File: config.mk
export PLATFORM = sky130hd
export DESIGN_NAME = bspse_ram
export DESIGN_NICKNAME = d
export VERILOG_FILES = /design/src/hdl/bspse_ram.sv
export SDC_FILE = /design/constraint.sdc
export NUM_CORES = 2
export LEC_CHECK = 0
export ABC_CLOCK_PERIOD_IN_PS = 7500
export BUFFER_PORTS_ARGS = -buffer_cell sky130_fd_sc_hd__buf_4
export CAP_MARGIN = 20
export CORE_MARGIN = 10
export CORE_UTILIZATION = 65
export DETAILED_ROUTE_END_ITERATION = 6
export MAX_ROUTING_LAYER = met4
export PLACE_DENSITY = 0.84
export SYNTH_ARGS = -nofsm -noshare
export SYNTH_HDL_FRONTEND = slang
export SYNTH_SLANG_ARGS = --single-unit
File: constraint.sdc
create_clock -name i_clk -period 7.5 [get_ports i_clk]
set_input_delay 1.125 -clock i_clk [delete_from_list [all_inputs] [get_ports i_clk]]
set_output_delay 1.125 -clock i_clk [all_outputs]
set_load 0.02 [all_outputs]
File: src/hdl/bspse_ram.sv
`timescale 1ns / 1ps

module bspse_ram #(
    parameter int WIDTH = 32,
    parameter int DEPTH = 64
) (
    input  logic                     i_clk,
    input  logic                     i_we,
    input  logic [$clog2(DEPTH)-1:0] i_waddr,
    input  logic [WIDTH-1:0]         i_wdata,
    input  logic [$clog2(DEPTH)-1:0] i_raddr,
    output logic [WIDTH-1:0]         o_rdata
);

    logic [WIDTH-1:0] r_mem [DEPTH];
    logic [WIDTH-1:0] r_rdata;

    always_ff @(posedge i_clk) begin
        if (i_we) begin
            r_mem[i_waddr] <= i_wdata;
        end
        r_rdata <= r_mem[i_raddr];
    end

    assign o_rdata = r_rdata;

endmodule

# == Word-level counts from Yosys, hierarchy flattened ==
# Memories as Yosys holds them, arrays and structs flattened. A register that Yosys moved wholly into a read port is not among the register bits.
# Index checks and enable logic that the tools add are counted.
# word_totals
register_bits,0
mem_bits_rw,2048
in_bits,46
output_inout_bits,32
wordCells,3
memories,1
# op_classes
mux,2
# mem_list
memory,depth,word_bits,rd,rd_ports_with_merged_regs,write_ports,line_no,rtl
r_mem,64,32,1,1,1,15,logic [WIDTH-1:0] r_mem [DEPTH];
# ops
cell,count
1-bit 2-to-1 mux,2

# == Depth between registers and ports, before layout ==
# logic_depth
word_depth,2
mapped_depth,10
ltp_nobuf,5

# == Worst setup path before layout ==
# OpenSTA, ideal clock, no wires.
# synth_timing
kind,input port to flip-flop
start,in i_waddr[3]
end,mem r_mem[48][0] (enable)
setup_ns,0.461
arrival_time_ns,3.824
t_required_ns,7.039
setup_slack_ns,3.215
stages,4
path_buffers,1
path_cell_list,clkbuf_1 > nor2b_1 > nand4b_1 > nor3_1
# synth_lines
item,line_no,rtl
"start, declared",9,"input logic [$clog2(DEPTH)-1:0] i_waddr,"
"end, declared",15,
# No word-level cell before the write port.

==> flow_metrics.env <==
export IMPL_status="finished, violations left"
export IMPL_violations="design-rule violations"
export IMPL_p_clk_share_pct=40.8
export IMPL_grt_max_degree=141
export IMPL_vias=41400
export IMPL_multi_input_area_um2=16000
export IMPL_finish_utilization_pct=73.1
export IMPL_wl_mm=230
export IMPL_skew_ns=0.0346
export IMPL_fmax_ghz=0.240
export IMPL_drt_iter0_drc=7888
export IMPL_holdPathEnd="o_rdata[17]"
export IMPL_ios=78
export IMPL_post_cts_resized=0
export IMPL_fin_crit_sh_pct=55.5
export IMPL_die_h_um=368
export IMPL_cts_path_max_buffers=3
export IMPL_ir_drop_v=0.000260
export IMPL_finalInstanceArea_um2=87800
export IMPL_power_density_nw_per_um2=272
export IMPL_hold_viol_final=0
export IMPL_synth_top_cell_area_share_pct=78.3
export IMPL_layout_drive_gt1_share_pct=28.8
export IMPL_synth_area_leaders="edfxtp_1, mux4_2, mux2i_1"
export IMPL_worstPathCellList="buf_8 > buf_12 > buf_4 > mux4_2 > mux4_2 > o22ai_1 > nor2_1"
export IMPL_cts_made_buffers=189
export IMPL_ff_latch_area_um2=62100
export IMPL_final_setup_viol_count=0
export IMPL_syn_to_final_growth_pct=11.8
export IMPL_dp_cells=4931
export IMPL_slowest_delay_ns=0.68
export IMPL_grt_pass1_vias=41300
export IMPL_yosysMostFrequentCell="edfxtp_1"
export IMPL_whs_ns=0.738
export IMPL_power_leakage_nw=27.3
export IMPL_async_reset_ff_share_pct=0
export IMPL_slew_headroom_pct=18.2
export IMPL_numPortBuffers=77
export IMPL_p_sw_mw=5.26
export IMPL_worst_pin_slew_ns=1.22
export IMPL_power_frac_seq_pct=54.1
export IMPL_die_x_um=368
export IMPL_hold_depth=4
export IMPL_cp_max_fo=65
export IMPL_post_route_min_period_ns=4.16
export IMPL_htreeDepth=4
export IMPL_r2r_slack_ns=5.01
export IMPL_fp_row_count=127
export IMPL_p_int_mw=18.6
export IMPL_vias_per_cell=7.80
export IMPL_drt_pass1_iter_count=7
export IMPL_endpoint_kind="flop"
export IMPL_crit_family="buffers and inverters"
export IMPL_synth_ff_type="edfxtp_1"
export IMPL_synth_distinct_cells=34
export IMPL_antenna_found_initial=8
export IMPL_min_path_type="flop to flop"
export IMPL_power_mw=23.9
export IMPL_worst_path_buf_inv=3
export IMPL_postPlaceCellArea_um2=81600
export IMPL_ys_ff_latch=2080
export IMPL_start_util_pct=65.4
export IMPL_synth_area_leader_cell="edfxtp_1"
export IMPL_grt_remaining_overflow=0
export IMPL_cts_sinks=2080
export IMPL_cts_hold_repair_buffers=0
export IMPL_setup_ws_ns=3.34
export IMPL_worstSkewPairLatency_ns=0.84
export IMPL_cp_required_ns=8.16
export IMPL_arrival_ns=4.82
export IMPL_combPwrFrac_pct=5.1
export IMPL_crit_type="input port to flop"
export IMPL_synth_edff_count=2048
export IMPL_yosys_warnings=0
export IMPL_cts_tree="built"
export IMPL_post_drt_wl_per_cell_um=43.4
export IMPL_rr_worst_depth=4
export IMPL_fill_cells=5887
export IMPL_route_detailed_drc=1
export IMPL_rsz0062_at_grt="no"
export IMPL_fin_cells=5301
export IMPL_syn_nets=3370
export IMPL_setup_tns_ns=0
export IMPL_synth_commonest_cells="edfxtp_1, mux4_2, nor2_1"
export IMPL_hpwl_mm=109
export IMPL_drt_antenna_violating_nets=0
export IMPL_ys_seq_area_share_pct=79.1
export IMPL_gp_congestion=0.841
export IMPL_slowest_stage="o22ai_1"
export IMPL_r2r_end="o_rdata[6]"
export IMPL_grt_pass1_wl_mm=318
export IMPL_netlist_area_um2=78500
export IMPL_clkTransAtPathRegs_ns=0.07
export IMPL_final_max_slew_viol_count=0
export IMPL_dieArea_um2=135000
export IMPL_grt_total_usage_pct=34.7
export IMPL_p_sw_share_pct=22.0
export IMPL_hold_path_startpoint="r_mem[28][17]"
export IMPL_avgSynthCellArea_um2=23.6
export IMPL_syn_inst=3324
export IMPL_rr_startpoint="r_mem[7][6]"
export IMPL_cpMostUsedCell="mux4_2"
export IMPL_core_area_um2=120000
export IMPL_place_ws_ns=2.64
export IMPL_start_kind="input port"
export IMPL_maxCapViolCount=0
export IMPL_root_buffer="clkbuf_16"
export IMPL_cts_setup_buffers=0
export IMPL_fin_nets=3556
[metal layers]
| layer | up-vias | share of wire [%] | GRT usage (%) |
|---|---|---|---|
| met4 | 0 | 7.2 | 19.8 |
| met1 | 20900 | 31 | 43.0 |
| met5 | - | 0 | - |
| met3 | 1000 | 14 | 8.54 |
| li1 | 14600 | - | - |
| met2 | 4781 | 48 | 52.8 |
[registers in the layout (all words and copies together) (netlist names)]
signal   flops
o_rdata     32
r_mem     2048
[worst max-delay path by stage]
| stage | startpoint | end | depth (start not counted) |
|---|---|---|---|
| 2_1_floorplan | i_waddr[3] | r_mem[48][0] | 4 |
| 3_3_place_gp | i_raddr[0] | o_rdata[8] | 8 |
| 3_5_place_dp | i_raddr[0] | o_rdata[30] | 7 |
| 4_1_cts | i_raddr[0] | o_rdata[30] | 7 |
| 5_1_grt | i_raddr[0] | o_rdata[30] | 7 |
| 6_report | i_raddr[0] | o_rdata[30] | 7 |
[worst reg2reg max path, cell delays in order (launching register included)]
cell      delay, ns
edfxtp_1       0.43
mux4_2         0.56
mux4_2         0.51
o22ai_1        0.68
nor2_1         0.16
[logic make-up (layout without fill, tap and decap cells)]
| kind of cell | Yosys count | after routing | synth area share (%) |
|---|---|---|---|
| mux | 637 | 637 | 16.8 |
| compound gates | 202 | 202 | 1.67 |
| other cells | 0 | 14 | 0 |
| simple gates | 223 | 223 | 1.27 |
| flops | 2080 | 2080 | 79.1 |
| buf+inv | 182 | 533 | 1.13 |
[area by class of cell]
class,count,share of cell area (%)
Antenna cell,14,0.0399
Tap cell,1612,2.30
Clock buffer,261,5.85
Sequential cell,2080,70.8
Clock inverter,95,1.16
Multi-Input combinational cell,1062,18.2
Timing Repair Buffer,177,1.64
[cells in the final DEF, fill, tap and decap left out, types with 3 or more instances in the layout]
| cell type | Yosys | final |
|---|---|---|
| a21oi_1 | 62 | 62 |
| a22oi_1 | 12 | 12 |
| a311oi_1 | 8 | 8 |
| a41o_1 | 4 | 4 |
| and3_1 | 4 | 4 |
| buf_12 | 0 | 7 |
| buf_4 | 25 | 167 |
| buf_8 | 0 | 3 |
| bufinv_16 | 0 | 15 |
| clkbuf_1 | 74 | 59 |
| clkbuf_16 | 0 | 189 |
| clkbuf_8 | 0 | 13 |
| clkinv_1 | 0 | 32 |
| clkinv_16 | 0 | 3 |
| clkinv_2 | 0 | 30 |
| clkinv_8 | 0 | 8 |
| clkinvlp_4 | 0 | 3 |
| dfxtp_1 | 32 | 32 |
| diode_2 | 0 | 14 |
| edfxtp_1 | 2048 | 2048 |
| mux2i_1 | 93 | 93 |
| mux4_2 | 544 | 544 |
| nand2_1 | 26 | 26 |
| nand2b_1 | 8 | 7 |
| nand3_1 | 5 | 5 |
| nand3b_1 | 5 | 5 |
| nor2_1 | 137 | 74 |
| nor2_4 | 0 | 62 |
| nor2b_1 | 15 | 14 |
| nor3_1 | 7 | 5 |
| o221ai_1 | 27 | 27 |
| o22ai_1 | 84 | 84 |
| o32ai_1 | 4 | 4 |
| or3_1 | 3 | 3 |
| or3b_2 | 3 | 3 |
[power groups by stage]
stage          combinational [mW]  clock [mW]  sequential, mW
2_1_floorplan               0.626           0            13.2
3_3_place_gp                 1.11           0            13.2
3_5_place_dp                 1.15           0            13.2
4_1_cts                      1.20        9.72            12.9
5_1_grt                      1.25        10.2            12.9
6_report                     1.22        9.75            12.9
Note: power is estimated with default switching activity, not from simulation.
