==> src/hdl/bspse_pkg.sv <==
`timescale 1ns / 1ps

package bspse_pkg;

    localparam int MAX_ORDER_DEF = 4;
    localparam int GRID_MAX_DEF  = 64;

    localparam int DATA_W    = 32;
    localparam int MUL_W     = 33;
    localparam int PROD_W    = 2 * MUL_W;
    localparam int DEN_W     = 33;
    localparam int QUO_W     = 33;
    localparam int FRAC      = 30;
    localparam int DIV_QBITS = 31;
    localparam int ADDR_W    = 4;

    // Q2.30 one and the symmetric clip limit 2^31
    localparam logic signed [MUL_W-1:0] BASIS_ONE = 33'sh0_4000_0000;
    localparam logic signed [MUL_W-1:0] Q_LIM     = 33'sh0_8000_0000;

    localparam logic [1:0] CMD_WR_UKNOT = 2'd0;
    localparam logic [1:0] CMD_WR_VKNOT = 2'd1;
    localparam logic [1:0] CMD_WR_CTRL  = 2'd2;
    localparam logic [1:0] CMD_EVAL     = 2'd3;

    localparam logic [1:0] REG_U_ORDER = 2'd0;
    localparam logic [1:0] REG_V_ORDER = 2'd1;
    localparam logic [1:0] REG_U_COUNT = 2'd2;
    localparam logic [1:0] REG_V_COUNT = 2'd3;

    typedef struct packed {
        logic [1:0]               cmd;
        logic [6:0]               knot_index;
        logic signed [DATA_W-1:0] knot_value;
        logic [5:0]               grid_u;
        logic [5:0]               grid_v;
        logic signed [DATA_W-1:0] ctrl_x;
        logic signed [DATA_W-1:0] ctrl_y;
        logic signed [DATA_W-1:0] ctrl_z;
        logic signed [DATA_W-1:0] param_u;
        logic signed [DATA_W-1:0] param_v;
    } t_in_item;

    typedef struct packed {
        logic                     in_range;
        logic signed [DATA_W-1:0] out_x;
        logic signed [DATA_W-1:0] out_y;
        logic signed [DATA_W-1:0] out_z;
    } t_out_item;

    typedef struct packed {
        logic                     start;
        logic signed [PROD_W-1:0] num;
        logic signed [DEN_W-1:0]  den;
    } t_div_req;

    typedef struct packed {
        logic                    done;
        logic signed [QUO_W-1:0] quo;
    } t_div_rsp;

    function automatic logic signed [DATA_W-1:0] sat32(input logic signed [DATA_W:0] v);
        if (v > 33'sh0_7FFF_FFFF) begin
            return 32'sh7FFF_FFFF;
        end else if (v < -33'sh0_8000_0000) begin
            return 32'sh8000_0000;
        end
        return v[DATA_W-1:0];
    endfunction

    function automatic logic signed [MUL_W-1:0] clip31(input logic signed [PROD_W-1:0] v);
        if (v > PROD_W'(Q_LIM)) begin
            return Q_LIM;
        end else if (v < -PROD_W'(Q_LIM)) begin
            return -Q_LIM;
        end
        return v[MUL_W-1:0];
    endfunction

endpackage

==> src/hdl/bspse_div.sv <==
`timescale 1ns / 1ps

module bspse_div
    import bspse_pkg::*;
(
    input  logic     i_clk,
    input  logic     i_rst_n,
    input  t_div_req i_req,
    output t_div_rsp o_rsp
);

    localparam int HI_W  = PROD_W - DIV_QBITS;
    localparam int CNT_W = $clog2(DIV_QBITS + 1);

    logic [PROD_W-1:0]    nmag;
    logic [DEN_W-1:0]     dmag;
    logic [HI_W-1:0]      nhi;
    logic                 ovf;
    logic [DEN_W:0]       trial;
    logic                 ge;
    logic [DEN_W:0]       diff;
    logic [DIV_QBITS-1:0] qn;
    logic [QUO_W-1:0]     qmag;

    logic                  r_busy;
    logic [CNT_W-1:0]      r_cnt;
    logic                  r_done;
    logic signed [QUO_W-1:0] r_quo;
    logic [DEN_W-1:0]      r_rem;
    logic [DEN_W-1:0]      r_dmag;
    logic [DIV_QBITS-1:0]  r_nlo;
    logic [DIV_QBITS-1:0]  r_q;
    logic                  r_neg;

    always_comb begin
        nmag  = i_req.num[PROD_W-1] ? PROD_W'(-i_req.num) : PROD_W'(i_req.num);
        dmag  = i_req.den[DEN_W-1] ? DEN_W'(-i_req.den) : DEN_W'(i_req.den);
        nhi   = nmag[PROD_W-1:DIV_QBITS];
        ovf   = nhi >= HI_W'(dmag);
        trial = {r_rem, r_nlo[DIV_QBITS-1]};
        ge    = trial >= (DEN_W+1)'(r_dmag);
        diff  = trial - (DEN_W+1)'(r_dmag);
        qn    = {r_q[DIV_QBITS-2:0], ge};
        qmag  = QUO_W'(qn);
    end

    always_ff @(posedge i_clk) begin
        if (!i_rst_n) begin
            r_busy <= 1'b0;
            r_cnt  <= '0;
            r_done <= 1'b0;
        end else begin
            r_done <= 1'b0;
            if (i_req.start) begin
                r_neg  <= i_req.num[PROD_W-1] ^ i_req.den[DEN_W-1];
                r_dmag <= dmag;
                r_rem  <= DEN_W'(nhi);
                r_nlo  <= nmag[DIV_QBITS-1:0];
                r_q    <= '0;
                if (dmag == '0) begin
                    // zero denominator: the term is zero
                    r_quo  <= '0;
                    r_done <= 1'b1;
                end else if (ovf) begin
                    r_quo  <= (i_req.num[PROD_W-1] ^ i_req.den[DEN_W-1]) ? -Q_LIM : Q_LIM;
                    r_done <= 1'b1;
                end else begin
                    r_busy <= 1'b1;
                    r_cnt  <= CNT_W'(DIV_QBITS);
                end
            end else if (r_busy) begin
                r_rem <= ge ? DEN_W'(diff) : DEN_W'(trial);
                r_nlo <= {r_nlo[DIV_QBITS-2:0], 1'b0};
                r_q   <= qn;
                r_cnt <= r_cnt - CNT_W'(1);
                if (r_cnt == CNT_W'(1)) begin
                    r_busy <= 1'b0;
                    r_done <= 1'b1;
                    r_quo  <= r_neg ? -$signed(qmag) : $signed(qmag);
                end
            end
        end
    end

    assign o_rsp.done = r_done;
    assign o_rsp.quo  = r_quo;

endmodule

==> config.mk <==
export PLATFORM = sky130hd
export DESIGN_NAME = bspse_div
export DESIGN_NICKNAME = d
export VERILOG_FILES = /design/src/hdl/bspse_pkg.sv /design/src/hdl/bspse_div.sv
export SDC_FILE = /design/constraint.sdc
export NUM_CORES = 1
export LEC_CHECK = 0
export BUFFER_PORTS_ARGS = -buffer_cell sky130_fd_sc_hd__buf_4
export CAP_MARGIN = 15
export CORE_MARGIN = 1.5
export CORE_UTILIZATION = 54
export CTS_CLUSTER_DIAMETER = 30
export DETAILED_ROUTE_END_ITERATION = 10
export HOLD_SLACK_MARGIN = 0.05
export PLACE_DENSITY = 0.84
export SLEW_MARGIN = 20
export SYNTH_ARGS = -nofsm -noshare
export SYNTH_HDL_FRONTEND = slang
export SYNTH_SLANG_ARGS = --single-unit
==> constraint.sdc <==
create_clock -name i_clk -period 7.55 [get_ports i_clk]
set_clock_uncertainty 0.2 [all_clocks]
set_input_delay 0.3775 -clock i_clk [delete_from_list [all_inputs] [get_ports i_clk]]
set_output_delay 0.3775 -clock i_clk [all_outputs]
set_load 0.005 [all_outputs]
# After elaboration in Yosys (flattened, before gate mapping)
# Cells that the tools add are included.
# Widths: inputs -> output; s select.
# word_totals
register_bits	168
input_bits	102
out_inout_bits	34
elab_cells	58
# classes
addsub	5
n_lt_le_gt_ge	2
n_eq_ne	4
muxes	29
n_bitwise	1
n_reduce_logical	8
# ops
cell	n
$mux 33	11
$mux 66	1
$neg 66->66	1
$mux 31	2
$ge 35x33->1	1
$ge 34x33->1	1
$logic_not 33->1	1
$neg 31->33	1
$neg 33->33	1
$sub 33x33->33	1
$mux 30	1
$mux 5	4
$mux 1	10
$reduce_and 2->1	3
$eq 5x1->1 const B	1
$sub 5x1->5 const B	1
$ne 2x2->1 const B	2
$reduce_and 4->1	1
$reduce_bool 2->1	2
$ne 3x1->1 const B	1
$reduce_and 3->1	1
$xor 1x1->1	1

# Logic depth before layout (Yosys ltp)
# Gate-level depths: netlist (run 1).
# depth
word_depth	6
mapped_depth	21
mapped_depth_nobuf	19

# Least setup slack after synthesis (run 1)
# OpenSTA, ideal clock, no wires.
# synth_path
kind	in2reg
start	input i_req[53] (netlist bit)
end	register r_quo[0] (enable)
setup_ns	0.527
arrival_time_ns	7.501
t_required_ns	6.823
path_slack_ns	-0.678
cell_stages	16
n_path_buf	1
path_cell_list	or4_4 > nor4b_2 > nand4_1 > or4_1 > clkbuf_1 > o41ai_1 > xnor2_1 > ha_1 > nand4_1 > nor3_1 > a31o_2 > a211oi_1 > a21oi_1 > a2111oi_2 > and3_1 > a2111oi_1
# synth_via
elab_chain_len	5
# synth_lines
element	line_no	rtl
from (decl)	bspse_div.sv:8	input t_div_req i_req,
$neg 66->66	bspse_div.sv:36	nmag = i_req.num[PROD_W-1] ? PROD_W'(-i_req.num) : PROD_W'(i_req.num);
$mux 66	bspse_div.sv:36	
$ge 35x33->1	bspse_div.sv:39	ovf = nhi >= HI_W'(dmag);
$ne 3x1->1 (no line)	--	
$reduce_and 4->1 (no line)	--	
to (signal assigned)	bspse_div.sv:65	r_quo <= (i_req.num[PROD_W-1] ^ i_req.den[DEN_W-1]) ? -Q_LIM : Q_LIM;
to (signal assigned)	bspse_div.sv:79	r_quo <= r_neg ? -$signed(qmag) : $signed(qmag);
to (decl)	bspse_div.sv:28	logic signed [QUO_W-1:0] r_quo;
# No other way between the ends.
# A chain may end at the register's enable or synchronous reset.

# Worst setup path in the final report (run 1)
# layout_path
start	input i_req[33] (netlist bit)
end	register r_quo[0] (enable)
# The elaborated chain is that of the path after synthesis.

==> results of run 1 <==
## flip-flops by register name (all words and copies together) (netlist names)
signal  cells
r_busy      1
r_dmag     33
r_quo      33
r_cnt       5
r_neg       1
r_q        30
r_nlo      31
r_rem      33
r_done      1
## critical path, stage by stage
cell	delay [ps]
dlygate4sd3_1	540
buf_4	140
or2_2	310
nor4b_1	460
nand3_1	550
nor2_1	310
nand2_1	120
o41ai_1	440
xnor2_1	240
ha_1	300
a21o_1	160
a21oi_1	130
nor2b_1	60
o31a_1	270
o31ai_1	330
a21oi_1	170
a2111oi_2	540
and3_1	300
a2111oi_4	70
buf_4	300
## area by class of cell
class | instances | area, sq um
Clock buffer | 18 | 429.2
Inverter | 90 | 337.8
Tap cell | 285 | 356.6
Multi-Input combinational cell | 997 | 6863
Timing Repair Buffer | 147 | 1131
Clock inverter | 13 | 165.2
Sequential cell | 168 | 4975
Fill cell | 1860 | 8314
## through the flow
stage | utilization (%) | setup WS, ps | power, W | hold slack [ps] | instance area, sq um
CTS | 63.04 | 1459 | 0.002815 | 70.90 | 14230
global route | 63.17 | 1084 | 0.002950 | 96.25 | 14260
detailed placement | 60.28 | 1319 | 0.001924 | 279.8 | 13610
global placement | 60.28 | 1399 | 0.001899 | 273.3 | 13610
finish | 63.17 | 1361 | 0.002824 | 79.07 | 14260
floorplan | - | 949.0 | 0.001693 | 255.9 | 12380
## routing by layer
metal  wire length, um  global-route usage [%]
met3              2503                   4.007
met1             13630                   36.62
met4               845                   10.21
met2             14810                   43.18
met5                 0                       0
## power by group
| part | switching (W) | leakage (nW) | internal, W |
|---|---|---|---|
| Combinational | 0.000451 | 3.79 | 0.000325 |
| Sequential | 0.0000393 | 1.57 | 0.00112 |
| Clock | 0.000395 | 0.281 | 0.000497 |
| Total | 0.000886 | 5.64 | 0.00194 |
## kinds of logic (layout without fill, tap and decap cells)
kind of cell / count (synthesis) / after routing
muxes: 25 / 25
and+or+nand+nor: 434 / 434
AOI/OAI and AO/OA: 333 / 333
xor gates and xnor gates: 133 / 133
buffers and inverters: 146 / 268
DFF: 168 / 168
adders and majority gates: 72 / 72
## cells in the final DEF, fill, tap and decap left out, types with 23 or more instances in the layout
cell	n
nor3_1	27
nor2b_1	39
a21oi_1	88
buf_4	143
edfxtp_1	161
or3_1	29
a21o_1	23
xnor2_1	50
o31ai_1	39
ha_1	71
inv_1	88
xor2_1	82
nand2_1	79
nand3_1	24
o41ai_1	24
nor2_1	119
o21ai_0	62
## worst paths after layout
path                end        from  slack [ps]
min          r_dmag[11]   i_req[11]          80
max            r_quo[0]   i_req[33]        1360
max reg2reg   r_quo[30]  r_dmag[11]        2280
min reg2reg      r_busy      r_busy         290
==> impl_metrics.env, run 1 <==
export IMPL_cts_sinks=168
export IMPL_core_sq_um=22570
export IMPL_synthesis_nets=1485
export IMPL_end_kind="flip-flop"
export IMPL_drtIter0Drc=951
export IMPL_synth_simple_gate_area_share_pct=18.30
export IMPL_antenna_found_initial=0
export IMPL_synth_seq_cells=168
export IMPL_maxClockFrequency_ghz=0.1616
export IMPL_min_period_ps=6189
export IMPL_fp_dieArea_sq_um=23840
export IMPL_area_growth_pct=15.19
export IMPL_n_antenna_cell=0
export IMPL_finalMaxSlewViolations=0
export IMPL_drc=0
export IMPL_grt_max_degree=76
export IMPL_slew_headroom_pct=32.17
export IMPL_holdPathStages=3
export IMPL_seq_area_frac_synth_pct=40.19
export IMPL_vias=10623
export IMPL_dpl_hpwl_um=23040
export IMPL_hp_class="in -> reg"
export IMPL_insertion_delay_ps=450
export IMPL_finalSetupTns_ps=0
export IMPL_hold_buffers=3
export IMPL_r2r_cells=19
export IMPL_fp_dieH_um=154.4
export IMPL_first_pass_iters=6
export IMPL_synth_compound_area_share_pct=17.88
export IMPL_htree_levels=4
export IMPL_die_w_um=154.4
export IMPL_yosysTopAreaCellShare_pct=39.06
export IMPL_overflow=0
export IMPL_synthCells=1311
export IMPL_yosysTopAreaCell="edfxtp_1"
export IMPL_synth_top_family_by_area="simple AND/OR/NAND/NOR gates"
export IMPL_grt_first_pass_wirelength_um=50760
export IMPL_worst_ep_required_time_ps=7500
export IMPL_yosysWarnings=0
export IMPL_io_pins=136
export IMPL_viasPerCell=6.183
export IMPL_grt_pass1_vias=9964
export IMPL_cts_buffer_depth=2
export IMPL_status="complete, no violations"
export IMPL_core_rowCount=55
export IMPL_fin_nets=1595
export IMPL_power_leakage_nw=5.643
export IMPL_start_kind="input pin"
export IMPL_start_util_pct=54.83
export IMPL_worstPathMaxFanout=33
export IMPL_cap_violations=0
export IMPL_ys_flop_type="edfxtp_1"
export IMPL_syn_avg_cell_area_sq_um=9.441
export IMPL_worstMarginPinSlew_ps=1017
export IMPL_hold_viol=0
export IMPL_synth_area_sq_um=12380
export IMPL_postCtsSetupBuffers=0
export IMPL_io_buffer_count=135
export IMPL_synth_edff_count=161
export IMPL_place_inst=1683
export IMPL_synthAdderAreaFrac_pct=7.339
export IMPL_wl_per_cell_um=18.50
export IMPL_async_reset_ff_share_pct=0
export IMPL_stdcell_count=1718
export IMPL_crit_type="in -> reg"
export IMPL_drive_above_1_share_pct=15.84
export IMPL_yosysMostFrequentCell="edfxtp_1"
export IMPL_gr_usage_all_layers_pct=26.77
export IMPL_drtAntennaViolNets=0
export IMPL_netlist_top_cells_area="edfxtp_1 39%, ha_1 7.2%, xor2_1 5.8%, nor2_1 3.7%, a21oi_1 3.6%"
export IMPL_detail_route_wirelength_um=31790
export IMPL_p_per_area_nw_per_um2=198.1
export IMPL_synth_mux_area_share_pct=2.234
export IMPL_numCtsBuffers=17
export IMPL_ir_drop_v=0.0001623
export IMPL_clk_pin_slew_ps=70
export IMPL_synth_common_cells="161 x edfxtp_1, 121 x nor2_1, 88 x a21oi_1, 88 x inv_1, 82 x xor2_1"
export IMPL_gp_congestion=0.9470
export IMPL_cts_resized=0
export IMPL_crit_arrival_ps=6140
export IMPL_period_share_pct=81.97
export IMPL_tritoncts="yes"
export IMPL_finalSetupViolCount=0
export IMPL_yosysUniqueCellTypes=79
export IMPL_rsz0062_at_grt="false"
export IMPL_clock_root_buffer="clkbuf_16"
export IMPL_synth_xor_xnor_area_share_pct=9.472
No activity file was read; power rests on OpenSTA's default activity.
==> run 2, diff against run 1 <==
Settings changed: CORE_UTILIZATION 54 to 55, PLACE_DENSITY 0.84 to 0.83.
Clock period 7.55 ns to 5.84 ns, I/O delays scaled along.
==> impl_metrics.env, run 2 (synthesized netlist as in run 1, its figures left out) <==
export IMPL_antenna_found_initial=0
export IMPL_hold_viol=0
export IMPL_cts_sinks=168
export IMPL_htree_levels=4
export IMPL_worstHoldEndpoint="r_dmag[2]"
export IMPL_gr_usage_all_layers_pct=27.38
export IMPL_end_kind="flip-flop"
export IMPL_dpl_hpwl_um=23070
export IMPL_core_rowCount=54
export IMPL_period_share_pct=95.75
export IMPL_crit_type="in -> reg"
export IMPL_area_growth_pct=18.64
export IMPL_vias=10780
export IMPL_clock_root_buffer="clkbuf_16"
export IMPL_wl_per_cell_um=18.46
export IMPL_fin_util_pct=66.87
export IMPL_power_total_w=0.003755
export IMPL_io_buffer_count=135
export IMPL_finalMaxSlewViolations=0
export IMPL_final_common_cell="edfxtp_1"
export IMPL_cap_violations=0
export IMPL_fp_dieArea_sq_um=23410
export IMPL_numCtsBuffers=17
export IMPL_largest_registers="r_dmag (33), r_quo (33), r_rem (33)"
export IMPL_finalSetupViolCount=0
export IMPL_detail_route_wirelength_um=32260
export IMPL_grt_first_pass_wirelength_um=51230
export IMPL_fp_dieH_um=153.0
export IMPL_worstMarginPinSlew_ps=1009
export IMPL_drc=0
export IMPL_n_antenna_cell=0
export IMPL_gp_congestion=0.9337
export IMPL_hp_class="in -> reg"
export IMPL_postCtsSetupBuffers=0
export IMPL_finalSetupTns_ps=0
export IMPL_hold_slack_ps=58.91
export IMPL_postLayoutCellArea_sq_um=14680
export IMPL_cts_buffer_depth=2
export IMPL_viasPerCell=6.171
export IMPL_worst_ep_required_time_ps=5820
export IMPL_placed_area_sq_um=13670
export IMPL_overflow=0
export IMPL_insertion_delay_ps=440
export IMPL_status="complete, no violations"
export IMPL_rsz0062_at_grt="false"
export IMPL_min_from="i_req[2]"
export IMPL_mostFrequentLayoutCells="161 x edfxtp_1, 147 x buf_4, 119 x nor2_1"
export IMPL_worstPathMaxFanout=33
export IMPL_first_pass_iters=8
export IMPL_clk_pin_slew_ps=70
export IMPL_r2r_cells=18
export IMPL_reg2reg_slack_ps=500
export IMPL_maxClockFrequency_ghz=0.1788
export IMPL_tritoncts="yes"
export IMPL_timing_rr_end="r_quo[30]"
export IMPL_grt_max_degree=85
export IMPL_start_kind="input pin"
export IMPL_core_sq_um=21960
export IMPL_drtIter0Drc=937
export IMPL_fin_nets=1628
export IMPL_p_per_area_nw_per_um2=255.7
export IMPL_crit_arrival_ps=5570
export IMPL_grt_pass1_vias=10317
export IMPL_io_pins=136
export IMPL_ir_drop_v=0.0001991
export IMPL_min_period_ps=5592
export IMPL_start_util_pct=56.36
export IMPL_drtAntennaViolNets=0
export IMPL_r2r_start="r_rem[9]"
export IMPL_die_w_um=153.0
export IMPL_holdPathStages=2
export IMPL_power_leakage_nw=5.833
export IMPL_slew_headroom_pct=32.75
export IMPL_drive_above_1_share_pct=16.22
-- run 2: where the power goes --
| part | switching, W | internal [W] |
|---|---|---|
| Combinational | 0.000587 | 0.000437 |
| Sequential | 0.0000523 | 0.00144 |
| Clock | 0.000506 | 0.000729 |
| Total | 0.00115 | 0.00261 |
-- run 2: worst max-delay path by stage --
stage                     startpoint         to  slack (ps)  cells after the start
after detailed placement   i_req[37]   r_quo[5]         110                     19
after CTS                  i_req[38]  r_quo[13]          10                     20
after floorplan            i_req[99]   r_nlo[0]         180                      4
final                      i_req[38]   r_quo[7]         250                     20
after global placement     i_req[53]   r_quo[5]         340                     17
after global routing       i_req[38]  r_quo[13]           2                     20
-- run 2: through the flow --
step / std cells / worst slack, ps
final: 1747 / 248.4
after global routing: 1747 / 1.603
after CTS: 1746 / 13.39
after detailed placement: 1684 / 106.5
after global placement: 1684 / 336.3
after floorplan: 1311 / 184.8
-- run 2: cell type report --
type                    instances  area, sq um
well taps                     280        350.3
repair buffers                180         1471
inverters                      90        337.8
fillers                      1717         7274
clock buffers                  18        429.2
multi-input cells             997         6908
flip-flops and latches        168         4975
clock inverters                14        212.7
-- run 2: repair_timing --
action | CTS | global route
resized for setup | 0 | 6
hold buffers | 30 | 0
hold endpoints to repair | 32 | 0
endpoints found under the setup margin | 0 | 39
-- run 2: worst max-delay path: stages --
cell and delay (ps):
dlygate4sd3_1 540, buf_4 150, nor4_2 410, nor4b_2 360, nand3_1 290, nor2_1 310, nand2_1 180, o41ai_1 390
xnor2_1 230, ha_1 310, a21o_1 160, a21oi_1 140, nor2b_1 80, o31a_1 300, o31ai_1 230, a21oi_1 150
a2111oi_4 450, and3_1 290, a2111oi_4 80, buf_12 220
-- run 2: per-layer routing --
layer | routed length [um] | share of wire (%) | vias to the layer above | GRT usage (%)
met4 | 935 | 2.9 | 0 | 11.30
met1 | 13670 | 42 | 5067 | 36.83
li1 | - | - | 5125 | -
met3 | 2798 | 8.7 | 68 | 4.820
met2 | 14850 | 46 | 520 | 43.90
met5 | 0 | 0 | - | 0
